--- config.mk ---
export PLATFORM = sky130hd
export DESIGN_NAME = escaped_rle_decoder_core
export DESIGN_NICKNAME = d
export VERILOG_FILES = /design/src/sv/erle_pkg.sv /design/src/sv/erle_step.sv /design/src/sv/escaped_rle_decoder_core.sv
export SDC_FILE = /design/constraint.sdc
export NUM_CORES = 1
export LEC_CHECK = 0
export BUFFER_PORTS_ARGS = -buffer_cell sky130_fd_sc_hd__buf_2
export CAP_MARGIN = 20
export CORE_MARGIN = 8
export CORE_UTILIZATION = 30
export CTS_BUF_LIST = sky130_fd_sc_hd__clkbuf_8
export CTS_CLUSTER_DIAMETER = 120
export DETAILED_ROUTE_END_ITERATION = 7
export HOLD_SLACK_MARGIN = 0.03
export RECOVER_POWER = 50
export REMOVE_ABC_BUFFERS = 1
export SLEW_MARGIN = 20
export SYNTH_ARGS = -nofsm -noshare
export SYNTH_HDL_FRONTEND = slang
export SYNTH_HIERARCHICAL = 1
export SYNTH_SLANG_ARGS = --single-unit
--- constraint.sdc ---
create_clock -name i_clk -period 5.4 [get_ports i_clk]
set_clock_uncertainty 0.05 [all_clocks]
set_input_delay 0.81 -clock i_clk [delete_from_list [all_inputs] [get_ports i_clk]]
set_output_delay 0.81 -clock i_clk [all_outputs]
set_load 0.005 [all_outputs]
--- src/sv/erle_pkg.sv ---
// shared types for the escaped run-length decoder
package erle_pkg;

    localparam int unsigned ByteW = 8;

    // one decoded run or literal descriptor
    typedef struct packed {
        logic             valid;
        logic [ByteW-1:0] value;
        logic [ByteW-1:0] count;
        logic             done;
    } t_result;

    // decoder state flags and counters
    typedef struct packed {
        logic             expect_header;
        logic             run_mode;
        logic             escape_pending;
        logic             have_count;
        logic [ByteW-1:0] pending_count;
        logic [ByteW-1:0] frame_length;
        logic [ByteW-1:0] produced;
    } t_state;

endpackage

--- src/sv/erle_step.sv ---
// per-byte decode logic and decoder state registers
module erle_step
    import erle_pkg::*;
(
    input  logic             i_clk,
    input  logic             i_rst_n,
    input  logic             i_fire,
    input  logic [ByteW-1:0] i_byte,
    output t_result          o_res
);

    t_state r_st;
    t_state n_st;

    logic             run_eff;
    logic             hc_eff;
    logic             do_plain;
    logic             do_emit;
    logic [ByteW-1:0] emit_value;
    logic [ByteW-1:0] emit_count;
    logic [ByteW-1:0] remaining;
    logic [ByteW-1:0] clipped;
    logic             done;

    // mode, escape and count decisions for one byte
    always_comb begin
        n_st       = r_st;
        run_eff    = r_st.run_mode;
        hc_eff     = r_st.have_count;
        do_plain   = 1'b0;
        do_emit    = 1'b0;
        emit_value = '0;
        emit_count = '0;
        if (r_st.expect_header) begin
            if (i_byte != '0) begin
                n_st.frame_length   = i_byte;
                n_st.produced       = '0;
                n_st.expect_header  = 1'b0;
                n_st.run_mode       = 1'b1;
                n_st.escape_pending = 1'b0;
                n_st.have_count     = 1'b0;
                n_st.pending_count  = '0;
            end
        end else if (r_st.escape_pending) begin
            n_st.escape_pending = 1'b0;
            if (i_byte == '0) begin
                do_emit    = 1'b1;
                emit_value = '0;
                emit_count = ByteW'(1);
            end else begin
                run_eff         = ~r_st.run_mode;
                hc_eff          = 1'b0;
                n_st.run_mode   = run_eff;
                n_st.have_count = 1'b0;
                do_plain        = 1'b1;
            end
        end else if (i_byte == '0 && !(r_st.run_mode && r_st.have_count)) begin
            n_st.escape_pending = 1'b1;
        end else begin
            do_plain = 1'b1;
        end

        // byte handled in the current mode
        if (do_plain) begin
            if (!run_eff) begin
                do_emit    = 1'b1;
                emit_value = i_byte;
                emit_count = ByteW'(1);
            end else if (!hc_eff) begin
                n_st.pending_count = i_byte;
                n_st.have_count    = 1'b1;
            end else begin
                n_st.have_count = 1'b0;
                do_emit         = 1'b1;
                emit_value      = i_byte;
                emit_count      = r_st.pending_count;
            end
        end

        // clip at frame length, frame end resets decode state
        remaining = r_st.frame_length - r_st.produced;
        clipped   = (emit_count > remaining) ? remaining : emit_count;
        done      = (clipped == remaining);
        if (do_emit) begin
            n_st.produced = r_st.produced + clipped;
            if (done) begin
                n_st.expect_header  = 1'b1;
                n_st.run_mode       = 1'b1;
                n_st.escape_pending = 1'b0;
                n_st.have_count     = 1'b0;
                n_st.pending_count  = '0;
            end
        end

        o_res.valid = do_emit;
        o_res.value = emit_value;
        o_res.count = clipped;
        o_res.done  = done;
    end

    // state update on each processed word
    always_ff @(posedge i_clk) begin
        if (!i_rst_n) begin
            r_st.expect_header  <= 1'b1;
            r_st.run_mode       <= 1'b1;
            r_st.escape_pending <= 1'b0;
            r_st.have_count     <= 1'b0;
            r_st.pending_count  <= '0;
            r_st.frame_length   <= '0;
            r_st.produced       <= '0;
        end else if (i_fire) begin
            r_st <= n_st;
        end
    end

    // a descriptor never carries a zero count
    assert property (@(posedge i_clk) disable iff (!i_rst_n)
        i_fire && o_res.valid |-> o_res.count != '0)
        else $error("zero-count descriptor");

    // inside a frame the output count stays below the declared length
    assert property (@(posedge i_clk) disable iff (!i_rst_n)
        !r_st.expect_header |-> r_st.produced < r_st.frame_length)
        else $error("produced count overran frame length");

    // an escape is only pending inside a frame
    assert property (@(posedge i_clk) disable iff (!i_rst_n)
        r_st.escape_pending |-> !r_st.expect_header)
        else $error("escape pending while waiting for header");

    // frame completion returns to header wait in run mode
    assert property (@(posedge i_clk) disable iff (!i_rst_n)
        i_fire && o_res.valid && o_res.done
        |=> r_st.expect_header && r_st.run_mode && !r_st.have_count)
        else $error("frame end did not reset decode state");

endmodule

--- src/sv/escaped_rle_decoder_core.sv ---
// escaped run-length decoder top level: input register, decode step, result register
// A word is decoded from the input register; any descriptor it yields is registered.
// Throughput: one compressed byte per cycle, sustained while the result side takes words.
// The input register is refilled in the cycle its word is decoded; the result register
// keeps a finished descriptor while the next byte is taken in.
// Reset (synchronous, active low) empties both registers and sets header wait, run mode.
module escaped_rle_decoder_core
    import erle_pkg::*;
(
    input  logic             i_clk,
    input  logic             i_rst_n,
    input  logic             i_in_valid,
    output logic             o_in_ready,
    input  logic [ByteW-1:0] i_in_byte,
    output logic             o_out_valid,
    input  logic             i_out_ready,
    output logic [ByteW-1:0] o_out_value,
    output logic [ByteW-1:0] o_out_count,
    output logic             o_frame_done
);

    logic             r_in_valid;
    logic [ByteW-1:0] r_in_byte;
    logic             r_out_valid;
    logic [ByteW-1:0] r_out_value;
    logic [ByteW-1:0] r_out_count;
    logic             r_out_done;
    logic             out_free;
    logic             fire;
    t_result          res;

    // decode the held word when the result register can take its output
    assign out_free   = !r_out_valid || i_out_ready;
    assign fire       = r_in_valid && out_free;
    assign o_in_ready = !r_in_valid || fire;

    erle_step u_step (
        .i_clk   (i_clk),
        .i_rst_n (i_rst_n),
        .i_fire  (fire),
        .i_byte  (r_in_byte),
        .o_res   (res)
    );

    // input register
    always_ff @(posedge i_clk) begin
        if (!i_rst_n) begin
            r_in_valid <= 1'b0;
        end else if (o_in_ready) begin
            r_in_valid <= i_in_valid;
        end
    end

    always_ff @(posedge i_clk) begin
        if (o_in_ready && i_in_valid) begin
            r_in_byte <= i_in_byte;
        end
    end

    // result register
    always_ff @(posedge i_clk) begin
        if (!i_rst_n) begin
            r_out_valid <= 1'b0;
        end else if (fire && res.valid) begin
            r_out_valid <= 1'b1;
        end else if (i_out_ready) begin
            r_out_valid <= 1'b0;
        end
    end

    always_ff @(posedge i_clk) begin
        if (fire && res.valid) begin
            r_out_value <= res.value;
            r_out_count <= res.count;
            r_out_done  <= res.done;
        end
    end

    assign o_out_valid  = r_out_valid;
    assign o_out_value  = r_out_value;
    assign o_out_count  = r_out_count;
    assign o_frame_done = r_out_done;

    // a word is decoded only when its result has room
    assert property (@(posedge i_clk) disable iff (!i_rst_n)
        fire |-> (!r_out_valid || i_out_ready))
        else $error("decode while result register blocked");

    // a waiting result is held until it is taken
    assert property (@(posedge i_clk) disable iff (!i_rst_n)
        r_out_valid && !i_out_ready |=> r_out_valid && $stable(r_out_count))
        else $error("pending result lost");

    // the held word is never overwritten before it is decoded
    assert property (@(posedge i_clk) disable iff (!i_rst_n)
        r_in_valid && !fire |=> r_in_valid && $stable(r_in_byte))
        else $error("held input word overwritten");

endmodule
==> impl_metrics.sql, run 1 <==
INSERT INTO impl_metrics (metric_group, metric, value, unit) VALUES
('timing', 'timing_max_transition_violations_final', '0', ''),
('synthesis', 'synth_ff_type', 'dfxtp_1', ''),
('synthesis', 'synth_edf_count', '25', ''),
('placed_design', 'place_congestion', '0.870', ''),
('floorplan', 'initial_utilization', '30.3', '%'),
('drt', 'wl_per_cell', '14.4', 'um'),
('synthesis', 'area_fraction_of_the_dominant_cell_type_after_synthesis', '22.0', '%'),
('global_routing', 'maximum_number_of_pins_on_one_net_before_global_route_repair', '29', ''),
('placed_design', 'dpl.hpwl', '5840', 'um'),
('drt', 'drt_iter0_markers', '190', ''),
('worst_setup_path', 'worstPathRequired', '5.54', 'ns'),
('timing', 'rsz0062_at_grt', 'no', ''),
('floorplan', 'pin_count', '31', ''),
('cts', 'clock_sinks', '55', ''),
('cells_and_area', 'finalNetCount', '434', ''),
('timing', 'achievable-frequency', '198', 'MHz'),
('synthesis', 'synth_area_per_cell', '9.21', 'sq um'),
('floorplan', 'die_height', '123', 'um'),
('cts', 'number_of_h_tree_levels', '2', ''),
('drt', 'total_via_count_after_detailed_routing', '2711', ''),
('worst_setup_path', 'worst-r2r-setup-slack', '0.36', 'ns'),
('timing', 'timing.final.crit_period', '5.04', 'ns'),
('synthesis', 'synth_top_area_cell', 'edfxtp_1', ''),
('cts', 'path_clk_slew', '0.10', 'ns'),
('cells_and_area', 'final_design_area_no_fill', '3770', 'sq um'),
('cells_and_area', 'multi_input_area', '1870', 'sq um'),
('floorplan', 'chipWidth', '123', 'um'),
('global_routing', 'groute.usage.overall', '10.4', '%'),
('job', 'cap_viol_max_count', '0', ''),
('synthesis', 'synth.yosys.seq_area_share', '39.5', '%'),
('floorplan', 'placement_rows', '39', ''),
('synthesis', 'synth.top_cells.by_area', 'edfxtp_1 (22%), dfxtp_1 (18%), ha_1 (8.4%)', ''),
('synthesis', 'asyncSetResetFlopFracSynth', '0', '%'),
('drt', 'first_pass_iters', '4', ''),
('cts', 'clock_tree.buffer_depth', '2', ''),
('synthesis', 'ys_seq_elements', '55', ''),
('floorplan', 'design.core.area', '11300', 'sq um'),
('placed_design', 'place_worst_setup_slack', '0.326', 'ns'),
('placed_design', 'postPlaceCellArea', '3700', 'sq um'),
('cells_and_area', 'layout_area_overhead', '10.2', '%'),
('global_routing', 'antenna_found_initial', '0', ''),
('placed_design', 'placement.io_buffers', '30', ''),
('status', 'status', 'completed', ''),
('synthesis', 'cell_with_the_most_instances_after_synthesis', 'inv_1', ''),
('cts', 'clockRootBuffer', 'clkbuf_8', ''),
('synthesis', 'synth_common_cells', 'inv_1 (31), dfxtp_1 (30), nand3_1 (30)', ''),
('hold_path', 'class_of_the_tightest_hold_or_removal_check', 'reg2reg', ''),
('cells_and_area', 'finalNonFillerCells', '540', ''),
('timing', 'max-slew-margin-rel', '18.9', '%'),
('cells_and_area', 'final_layout_size_suffix_gt1_share', '9.57', '%'),
('worst_setup_path', 'worstSetupEndpointType', 'register', ''),
('cts', 'cts_buffers', '5', ''),
('pwr', 'ir_worst_vdd', '0.139', 'mV'),
('cells_and_area', 'antenna_diode_count', '0', ''),
('floorplan', 'die-area', '15100', 'sq um'),
('worst_setup_path', 'crit_path_start', 'u_step/r_st[0]', ''),
('drt', 'drt-vias-per-instance', '5.02', ''),
('pwr', 'power', '0.852', 'mW'),
('cells_and_area', 'fillers', '1154', ''),
('synthesis', 'mappedNetlistArea', '3420', 'sq um'),
('drt', 'finalWirelength', '7790', 'um'),
('worst_setup_path', 'reg2reg_to', 'u_step/r_st[7]', ''),
('worst_setup_path', 'critPathArrivalTime', '5.18', 'ns'),
('worst_setup_path', 'crit_path_start_kind', 'register', ''),
('timing', 'finalCritPeriodShare', '93.3', '%'),
('drt', 'route.detailed.drc', '0', ''),
('global_routing', 'first_global_vias', '2641', ''),
('cts', 'clkLatencyLatePin', '0.31', 'ns'),
('worst_setup_path', 'timing.rr.start', 'u_step/r_st[0]', ''),
('worst_setup_path', 'r2r.worst_path.cells', '22', ''),
('cts', 'postCtsHoldBufs', '0', '');
## report_power, final
part / switching (mW) / internal (mW) / leakage, nW
Sequential: 0.00953 / 0.447 / 0.499
Combinational: 0.0982 / 0.0648 / 0.919
Clock: 0.141 / 0.0917 / 0.0446
Total: 0.249 / 0.603 / 1.46
## worst max-delay path, stage by stage (launching register included)
cell and delay, ns:
dfxtp_1 0.39, ha_1 0.19, inv_1 0.05, fa_1 0.41, a211o_1 0.35, a2111oi_4 0.32, nor3b_2 0.13, ha_1 0.31
nand2_1 0.07, nor2_1 0.04, a211oi_1 0.29, a22o_1 0.31, nor2_1 0.07, a21o_1 0.18, ha_1 0.27, a21o_1 0.18
a21oi_1 0.23, o21bai_1 0.12, a2111oi_1 0.41, nor3_1 0.12, xnor2_1 0.15, o2111ai_1 0.18, o41ai_1 0.10
## flip-flops by register name (all words and copies together), names as in the netlist
| register | flops |
|---|---|
| o_out_value | 8 |
| o_out_valid | 1 |
| o_out_count | 8 |
| u_step/r_st | 28 |
| r_in_byte | 8 |
| r_in_valid | 1 |
| o_frame_done | 1 |
## stage by stage
| stage | util [%] | hold WS, ns |
|---|---|---|
| 6_report | 33.4 | 0.415 |
| 5_1_grt | 33.4 | 0.443 |
| 4_1_cts | 33.6 | 0.420 |
| 3_5_place_dp | 32.8 | 0.405 |
| 3_3_place_gp | 32.8 | 0.397 |
| 2_1_floorplan | - | 0.386 |
## layer usage
metal | GRT usage, % | vias to the layer above | wire (um) | share of wire [%]
met3 | 2.30 | 4 | 346 | 4.4
li1 | - | 1398 | - | -
met4 | 2.28 | 0 | 44 | 0.56
met1 | 14.0 | 1248 | 3940 | 51
met5 | 0 | - | 0 | 0
met2 | 16.5 | 61 | 3460 | 44
## worst min-delay path by stage
stage	startpoint	end	slack, ns	cells past startpoint
floorplan	u_step/r_st[8]	u_step/r_st[8]	0.39	2
global placement	u_step/r_st[8]	u_step/r_st[8]	0.40	2
detailed placement	u_step/r_st[8]	u_step/r_st[8]	0.40	2
CTS	u_step/r_st[8]	u_step/r_st[8]	0.42	2
global route	u_step/r_st[8]	u_step/r_st[8]	0.44	2
finish	u_step/r_st[12]	u_step/r_st[12]	0.42	2
## layout by cell type, fill, tap and decap left out, drive strengths merged, types with 6 or more instances in the layout
master | netlist | routed
ha | 23 | 23
nand3 | 30 | 30
edfxtp | 25 | 25
nor2 | 19 | 19
dfxtp | 30 | 30
a21oi | 23 | 23
xor2 | 8 | 8
buf | 5 | 16
nor2b | 6 | 6
clkbuf | 11 | 24
nand2 | 28 | 28
inv | 31 | 32
a32oi | 9 | 9
nor3 | 6 | 6
o21ai | 27 | 27
and2 | 19 | 19
## cell families after synthesis
kind of cell	Yosys count	synth area share, %
flops	55	39.5
xor+xnor	12	3.07
mux	7	2.53
fa+ha+maj	25	9.59
compound gates	96	19.2
simple gates	129	20.4
buf+inv	47	5.64
## layout make-up
| type | count | area share [%] |
|---|---|---|
| clock buffers | 5 | 1.83 |
| clock inverters | 2 | 0.465 |
| inverters | 31 | 3.09 |
| multi-input cells | 269 | 49.6 |
| flip-flops and latches | 55 | 35.9 |
| well taps | 143 | 4.75 |
| repair buffers | 35 | 4.38 |
## repair_timing
action / CTS / global route
setup buffers: 0 / 1
setup endpoints to repair: 0 / 1
gates resized for setup: 0 / 1
Note: power is estimated with default switching activity, not from simulation.
==> run 2: changes to the inputs <==
- RECOVER_POWER: 50 -> not set
==> run 2 against run 1 <==
Compared with the run above:
- critical path depth unchanged
- global-route usage unchanged
- largest power group unchanged
- clock power about the same
- largest cell class unchanged
- critical endpoint unchanged
- power down 0.18%
- count of clock-buffer cells in the layout unchanged
- sequential share of layout area down 0.39 points
- sequential cell count unchanged
- register-to-register slack about the same
- non-clock buffer count unchanged
==> impl_metrics.sql, run 2 (synthesis results as in run 1) <==
INSERT INTO impl_metrics (metric_group, metric, value, unit) VALUES
('global_routing', 'maximum_number_of_pins_on_one_net_before_global_route_repair', '29', ''),
('worst_setup_path', 'crit_path_start_kind', 'register', ''),
('cts', 'cts_buffers', '5', ''),
('timing', 'setup_violations', '0', ''),
('cells_and_area', 'multi_input_area', '1880', 'sq um'),
('worst_setup_path', 'cell_type_of_the_slowest_stage_on_the_worst_timing_path', 'fa_1', ''),
('timing', 'rsz0062_at_grt', 'no', ''),
('cells_and_area', 'final_layout_size_suffix_gt1_share', '15.1', '%'),
('cts', 'clock_tree.buffer_depth', '2', ''),
('drt', 'drt-vias-per-instance', '5.03', ''),
('pwr', 'ir_worst_vdd', '0.136', 'mV'),
('timing', 'fin_hold_ws', '0.415', 'ns'),
('placed_design', 'placed_cells', '531', ''),
('cells_and_area', 'number_of_flip_flops_in_the_largest_register', '28', ''),
('drt', 'route.detailed.drc', '0', ''),
('cells_and_area', 'fillers', '1145', ''),
('cells_and_area', 'antenna_diode_count', '0', ''),
('worst_setup_path', 'critPathArrivalTime', '5.17', 'ns'),
('global_routing', 'groute.usage.overall', '10.4', '%'),
('worst_setup_path', 'slowest_delay', '0.41', 'ns'),
('worst_setup_path', 'path_cells', 'ha_1 -> inv_1 -> fa_1 -> a211o_1 -> a2111oi_4 -> nor3b_2 -> ha_1 -> nand2_1 -> nor2_1 -> a211oi_1 -> a22o_1 -> nor2_1 -> a21o_1 -> ha_1 -> a21o_1 -> a21oi_1 -> o21bai_1 -> a2111oi_1 -> nor3_1 -> xnor2_1 -> o2111ai_1 -> o41ai_1', ''),
('worst_setup_path', 'path_class', 'reg2reg', ''),
('floorplan', 'chipWidth', '123', 'um'),
('hold_path', 'class_of_the_tightest_hold_or_removal_check', 'reg2reg', ''),
('drt', 'first_pass_iters', '4', ''),
('worst_setup_path', 'critical_path.max_fanout', '7', ''),
('cts', 'clock_sinks', '55', ''),
('cells_and_area', 'layout.cells.most_common', 'inv_1', ''),
('cells_and_area', 'finalNetCount', '434', ''),
('timing', 'timing_max_transition_violations_final', '0', ''),
('drt', 'wl_per_cell', '14.3', 'um'),
('timing', 'final_hold_viol_count', '0', ''),
('drt', 'finalWirelength', '7730', 'um'),
('cts', 'clockRootBuffer', 'clkbuf_8', ''),
('floorplan', 'initial_utilization', '30.3', '%'),
('floorplan', 'die-area', '15100', 'sq um'),
('drt', 'drt_iter0_markers', '172', ''),
('timing', 'tns', '0', 'ns'),
('placed_design', 'dpl.hpwl', '5840', 'um'),
('placed_design', 'place_congestion', '0.870', ''),
('cts', 'number_of_h_tree_levels', '2', ''),
('timing', 'achievable-frequency', '199', 'MHz'),
('cts', 'clkLatencyLatePin', '0.31', 'ns'),
('floorplan', 'die_height', '123', 'um'),
('global_routing', 'first_global_vias', '2641', ''),
('global_routing', 'global_route_total_overflow', '0', ''),
('cells_and_area', 'layout_area_overhead', '11.4', '%'),
('timing', 'worst_pin_slew', '0.787', 'ns'),
('worst_setup_path', 'worst_path_most_repeated_cell', 'ha_1', ''),
('cells_and_area', 'finalNonFillerCells', '540', ''),
('floorplan', 'pin_count', '31', ''),
('worst_setup_path', 'worstSetupEndpointType', 'register', ''),
('pwr', 'cellPowerDensity', '223', 'nW/um^2'),
('cells_and_area', 'regArea', '1350', 'sq um'),
('global_routing', 'antenna_found_initial', '0', ''),
('cts', 'path_clk_slew', '0.10', 'ns'),
('floorplan', 'placement_rows', '39', ''),
('global_routing', 'grt_first_pass_wirelength', '12700', 'um'),
('timing', 'max-slew-margin-rel', '47.1', '%'),
('floorplan', 'design.core.area', '11300', 'sq um'),
('status', 'status', 'completed', ''),
('placed_design', 'placement.io_buffers', '30', ''),
('job', 'cap_viol_max_count', '0', ''),
('timing', 'timing.final.crit_period', '5.03', 'ns'),
('cells_and_area', 'registers.top_by_ff_count', 'u_step/r_st', ''),
('worst_setup_path', 'worstPathRequired', '5.54', 'ns'),
('drt', 'drtAntennaViolNets', '0', ''),
('timing', 'finalCritPeriodShare', '93.2', '%'),
('drt', 'total_via_count_after_detailed_routing', '2714', ''),
('pwr', 'p_leak', '1.54', 'nW'),
('cells_and_area', 'mostFrequentLayoutCells', 'inv_1 (31), buf_2 (30), dfxtp_1 (30), nand3_1 (30), nand2_1 (28)', ''),
('cts', 'postCtsHoldBufs', '0', ''),
('cts', 'cts_tree', 'done', '');
## run 2: cell types whose count changed in the layout (fill, tap and decap cells not counted), moves of 3 or more
cell,change
and2_0,-3
and2_1,+3
buf_2,+18
clkbuf_1,-19
## run 2: metrics by stage
step / util (%) / instance area, sq um / power (mW) / setup slack [ns]
5_1_grt: 33.8 / 3810 / 0.893 / 0.0605
3_5_place_dp: 32.8 / 3700 / 0.629 / 0.326
4_1_cts: 33.6 / 3790 / 0.862 / 0.324
2_1_floorplan: - / 3340 / 0.584 / 0.680
6_report: 33.8 / 3810 / 0.851 / 0.370
3_3_place_gp: 32.8 / 3700 / 0.626 / 0.476
## run 2: path summary, 6_finish.rpt
| kind | slack, ns | to | start | cells past startpoint |
|---|---|---|---|---|
| setup reg to reg | 0.37 | u_step/r_st[7] | u_step/r_st[0] | 22 |
| hold / removal | 0.42 | u_step/r_st[8] | u_step/r_st[8] | 2 |
| setup / recovery | 0.37 | u_step/r_st[7] | u_step/r_st[0] | 22 |
| hold reg to reg | 0.42 | u_step/r_st[8] | u_step/r_st[8] | 2 |
## run 2: critical path: cells and delay by family (launching register included)
kind,cells,cell delay (ns)
xor gates and xnor gates,1,0.15
adders and majority gates,4,1.18
buffers and inverters,1,0.05
DFF,1,0.40
and+or+nand+nor,5,0.43
AOI/OAI and AO/OA,11,2.67
## run 2: area by class of cell
cell class                 count  share of cell area, %
inverter                      31                   3.06
timing repair buffer          35                   5.03
sequential                    55                   35.5
tap                          143                   4.70
clock buffer                   5                   1.81
clock inverter                 2                  0.460
multi-input combinational    269                   49.5
## run 2: metal layers
layer | up-vias | part of all wire [%] | global-route usage [%]
met5 | - | 0 | 0
met4 | 0 | 0.57 | 2.28
met3 | 4 | 5.8 | 2.30
met2 | 72 | 45 | 16.5
met1 | 1239 | 49 | 14.0
li1 | 1399 | - | -
## run 2: power breakdown
part	total (mW)	leakage, nW	switching, mW	internal, mW
registers	0.456	0.499	0.00953	0.447
logic	0.164	0.992	0.0985	0.0657
clock network	0.230	0.0446	0.138	0.0916
## run 2: what timing repair did
item,CTS,global route
gates resized for setup,0,1
setup endpoints to repair,0,1
setup buffers,0,1
==> run 3: changes to the inputs <==
- CELL_PAD_IN_SITES_DETAIL_PLACEMENT: not set -> 1
- CELL_PAD_IN_SITES_GLOBAL_PLACEMENT: not set -> 2
- PLACE_DENSITY_LB_ADDON: not set -> 0.1
==> run 3 against run 2 <==
Compared with the run above:
- first-iteration DRC count is 30% lower
- setup slack better by 0.064 ns
- via count is 2.1% higher
- combinational power is 4% higher
- worst hold slack hardly changed
- final cell count is 0.93% higher
- sequential cell count stayed put
- utilization is 0.39 points higher
- critical endpoint unchanged
- maximum frequency is 1.3% higher
- power is 2.7% higher
- sequential power hardly changed
- non-clock buffer count is 4 higher
==> impl_metrics.sql, run 3 (synthesis results as in run 1) <==
INSERT INTO impl_metrics (metric_group, metric, value, unit) VALUES
('worst_setup_path', 'worst-r2r-setup-slack', '0.43', 'ns'),
('drt', 'drtAntennaViolNets', '0', ''),
('floorplan', 'pin_count', '31', ''),
('pwr', 'power_frac_comb', '19.6', '%'),
('worst_setup_path', 'cell_type_of_the_slowest_stage_on_the_worst_timing_path', 'edfxtp_1', ''),
('floorplan', 'initial_utilization', '30.3', '%'),
('cells_and_area', 'finalCoreUtilization', '34.2', '%'),
('worst_setup_path', 'timing.rr.start', 'r_in_byte[3]', ''),
('pwr', 'p_leak', '1.56', 'nW'),
('cts', 'clkLatencyLatePin', '0.33', 'ns'),
('cells_and_area', 'registers.top_by_ff_count', 'u_step/r_st', ''),
('cells_and_area', 'layout.cells.most_common', 'inv_1', ''),
('drt', 'total_via_count_after_detailed_routing', '2771', ''),
('cells_and_area', 'finalNonFillerCells', '545', ''),
('floorplan', 'chipWidth', '123', 'um'),
('cts', 'clockRootBuffer', 'clkbuf_8', ''),
('drt', 'route.detailed.drc', '0', ''),
('worst_setup_path', 'reg2reg_to', 'u_step/r_st[7]', ''),
('worst_setup_path', 'worstSetupEndpointType', 'register', ''),
('cts', 'postCtsHoldBufs', '0', ''),
('pwr', 'sw_pwr', '0.266', 'mW'),
('drt', 'drt_iter0_markers', '120', ''),
('timing', 'rsz0062_at_grt', 'no', ''),
('pwr', 'power.switching_fraction', '30.5', '%'),
('pwr', 'cell_internal_pwr', '0.607', 'mW'),
('worst_setup_path', 'critPathArrivalTime', '5.12', 'ns'),
('cells_and_area', 'layout_area_overhead', '12.7', '%'),
('cts', 'cts_tree', 'done', ''),
('cells_and_area', 'number_of_flip_flops_in_the_largest_register', '28', ''),
('floorplan', 'die-area', '15100', 'sq um'),
('floorplan', 'placement_rows', '39', ''),
('placed_design', 'placement.io_buffers', '30', ''),
('job', 'cap_viol_max_count', '0', ''),
('worst_setup_path', 'critical_path.max_fanout', '7', ''),
('worst_setup_path', 'path_class', 'reg2reg', ''),
('timing', 'tns', '0', 'ns'),
('worst_setup_path', 'worstPathRequired', '5.55', 'ns'),
('worst_setup_path', 'end_of_the_critical_path', 'u_step/r_st[7]', ''),
('drt', 'finalWirelength', '9570', 'um'),
('timing', 'max-slew-margin-rel', '44.3', '%'),
('pwr', 'seq_power_share', '52.4', '%'),
('cts', 'cts_buffers', '5', ''),
('placed_design', 'placed_cells', '536', ''),
('timing', 'final_hold_viol_count', '0', ''),
('global_routing', 'grt_first_pass_wirelength', '15600', 'um'),
('worst_setup_path', 'r2r.worst_path.cells', '24', ''),
('hold_path', 'class_of_the_tightest_hold_or_removal_check', 'reg2reg', ''),
('timing', 'timing_max_transition_violations_final', '0', ''),
('cells_and_area', 'finalNetCount', '438', ''),
('cells_and_area', 'antenna_diode_count', '0', ''),
('cts', 'path_clk_slew', '0.10', 'ns'),
('global_routing', 'antenna_found_initial', '0', ''),
('status', 'status', 'completed', ''),
('timing', 'achievable-frequency', '201', 'MHz'),
('cts', 'clock_sinks', '55', ''),
('cts', 'clock_tree.buffer_depth', '2', ''),
('worst_setup_path', 'path_cells', 'nor4_2 -> nand2_1 -> inv_2 -> ha_1 -> nand2_1 -> a2bb2oi_1 -> mux2i_1 -> nor2_1 -> a21oi_1 -> ha_1 -> o22ai_1 -> o21bai_1 -> a22o_1 -> nor2_1 -> a21o_1 -> ha_1 -> a21o_1 -> a21oi_2 -> o21bai_1 -> a2111oi_2 -> nor3_1 -> xnor2_1 -> o2111ai_1 -> o41ai_1', ''),
('floorplan', 'design.core.area', '11300', 'sq um'),
('global_routing', 'global_route_total_overflow', '0', ''),
('timing', 'worst_pin_slew', '0.834', 'ns'),
('placed_design', 'dpl.hpwl', '7190', 'um'),
('timing', 'finalCritPeriodShare', '92.0', '%'),
('pwr', 'clkPwrFrac', '28.0', '%'),
('drt', 'first_pass_iters', '4', ''),
('global_routing', 'maximum_number_of_pins_on_one_net_before_global_route_repair', '29', ''),
('cells_and_area', 'final_layout_size_suffix_gt1_share', '16.7', '%'),
('drt', 'wl_per_cell', '17.6', 'um'),
('cts', 'number_of_h_tree_levels', '2', ''),
('pwr', 'cellPowerDensity', '227', 'nW/um^2'),
('timing', 'timing.final.crit_period', '4.97', 'ns'),
('timing', 'setup_violations', '0', ''),
('global_routing', 'first_global_vias', '2906', ''),
('worst_setup_path', 'slowest_delay', '0.47', 'ns'),
('drt', 'drt-vias-per-instance', '5.08', ''),
('cells_and_area', 'mostFrequentLayoutCells', 'inv_1 (31), buf_2 (30), dfxtp_1 (30), nand3_1 (30), nand2_1 (28)', ''),
('worst_setup_path', 'worst_path_most_repeated_cell', 'ha_1', ''),
('worst_setup_path', 'crit_path_start_kind', 'register', ''),
('worst_setup_path', 'crit_path_start', 'r_in_byte[3]', ''),
('pwr', 'ir_worst_vdd', '0.118', 'mV'),
('global_routing', 'groute.usage.overall', '13.4', '%'),
('placed_design', 'place_congestion', '0.752', ''),
('floorplan', 'die_height', '123', 'um');
-- run 3: critical path: cells and delay by family (launching register included) --
family | cells | cell delay [ns]
adders and majority gates | 3 | 0.76
buffers and inverters | 1 | 0.13
AOI/OAI and AO/OA | 12 | 2.12
and+or+nand+nor | 6 | 1.04
DFF | 1 | 0.47
xor gates and xnor gates | 1 | 0.16
muxes | 1 | 0.10
-- run 3: how the worst min path moves through the flow --
stage	slack, ns	end	start	cells past startpoint
finish	0.42	u_step/r_st[8]	u_step/r_st[8]	2
global placement	0.40	u_step/r_st[8]	u_step/r_st[8]	2
floorplan	0.39	u_step/r_st[8]	u_step/r_st[8]	2
CTS	0.42	u_step/r_st[8]	u_step/r_st[8]	2
detailed placement	0.40	u_step/r_st[8]	u_step/r_st[8]	2
global route	0.44	u_step/r_st[14]	u_step/r_st[14]	2
-- run 3: stage by stage --
step / worst slack (ns) / instance area [sq um] / total power, mW / hold slack (ns)
finish: 0.434 / 3850 / 0.873 / 0.416
global route: 0.0166 / 3850 / 0.921 / 0.440
CTS: 0.0850 / 3820 / 0.891 / 0.419
detailed placement: 0.130 / 3730 / 0.639 / 0.403
global placement: 0.250 / 3730 / 0.639 / 0.402
floorplan: 0.680 / 3340 / 0.584 / 0.386
-- run 3: cell type report --
class                      instances  area [sq um]
inverter                          31           116
timing repair buffer              39           218
fill                            1336          7420
multi-input combinational        269          1900
clock buffer                       5          68.8
sequential                        55          1350
clock inverter                     3          21.3
tap                              143           179
-- run 3: what timing repair did --
action / 4_1_cts / 5_1_grt
endpoints found under the setup margin: 0 / 2
resized for setup: 0 / 5
setup buffers: 0 / 1
-- run 3: layer usage --
layer | part of all wire (%) | up-vias | track usage [%]
li1 | - | 1406 | -
met1 | 50 | 1324 | 17.4
met2 | 46 | 33 | 21.8
met3 | 2.6 | 8 | 2.76
met4 | 1.2 | 0 | 4.34
met5 | 0 | - | 0
-- run 3: power by group through the flow --
stage / logic [mW] / clock network, mW / registers (mW)
2_1_floorplan: 0.119 / 0 / 0.465
3_3_place_gp: 0.172 / 0 / 0.466
3_5_place_dp: 0.172 / 0 / 0.467
4_1_cts: 0.173 / 0.260 / 0.457
5_1_grt: 0.192 / 0.270 / 0.459
6_report: 0.171 / 0.245 / 0.457
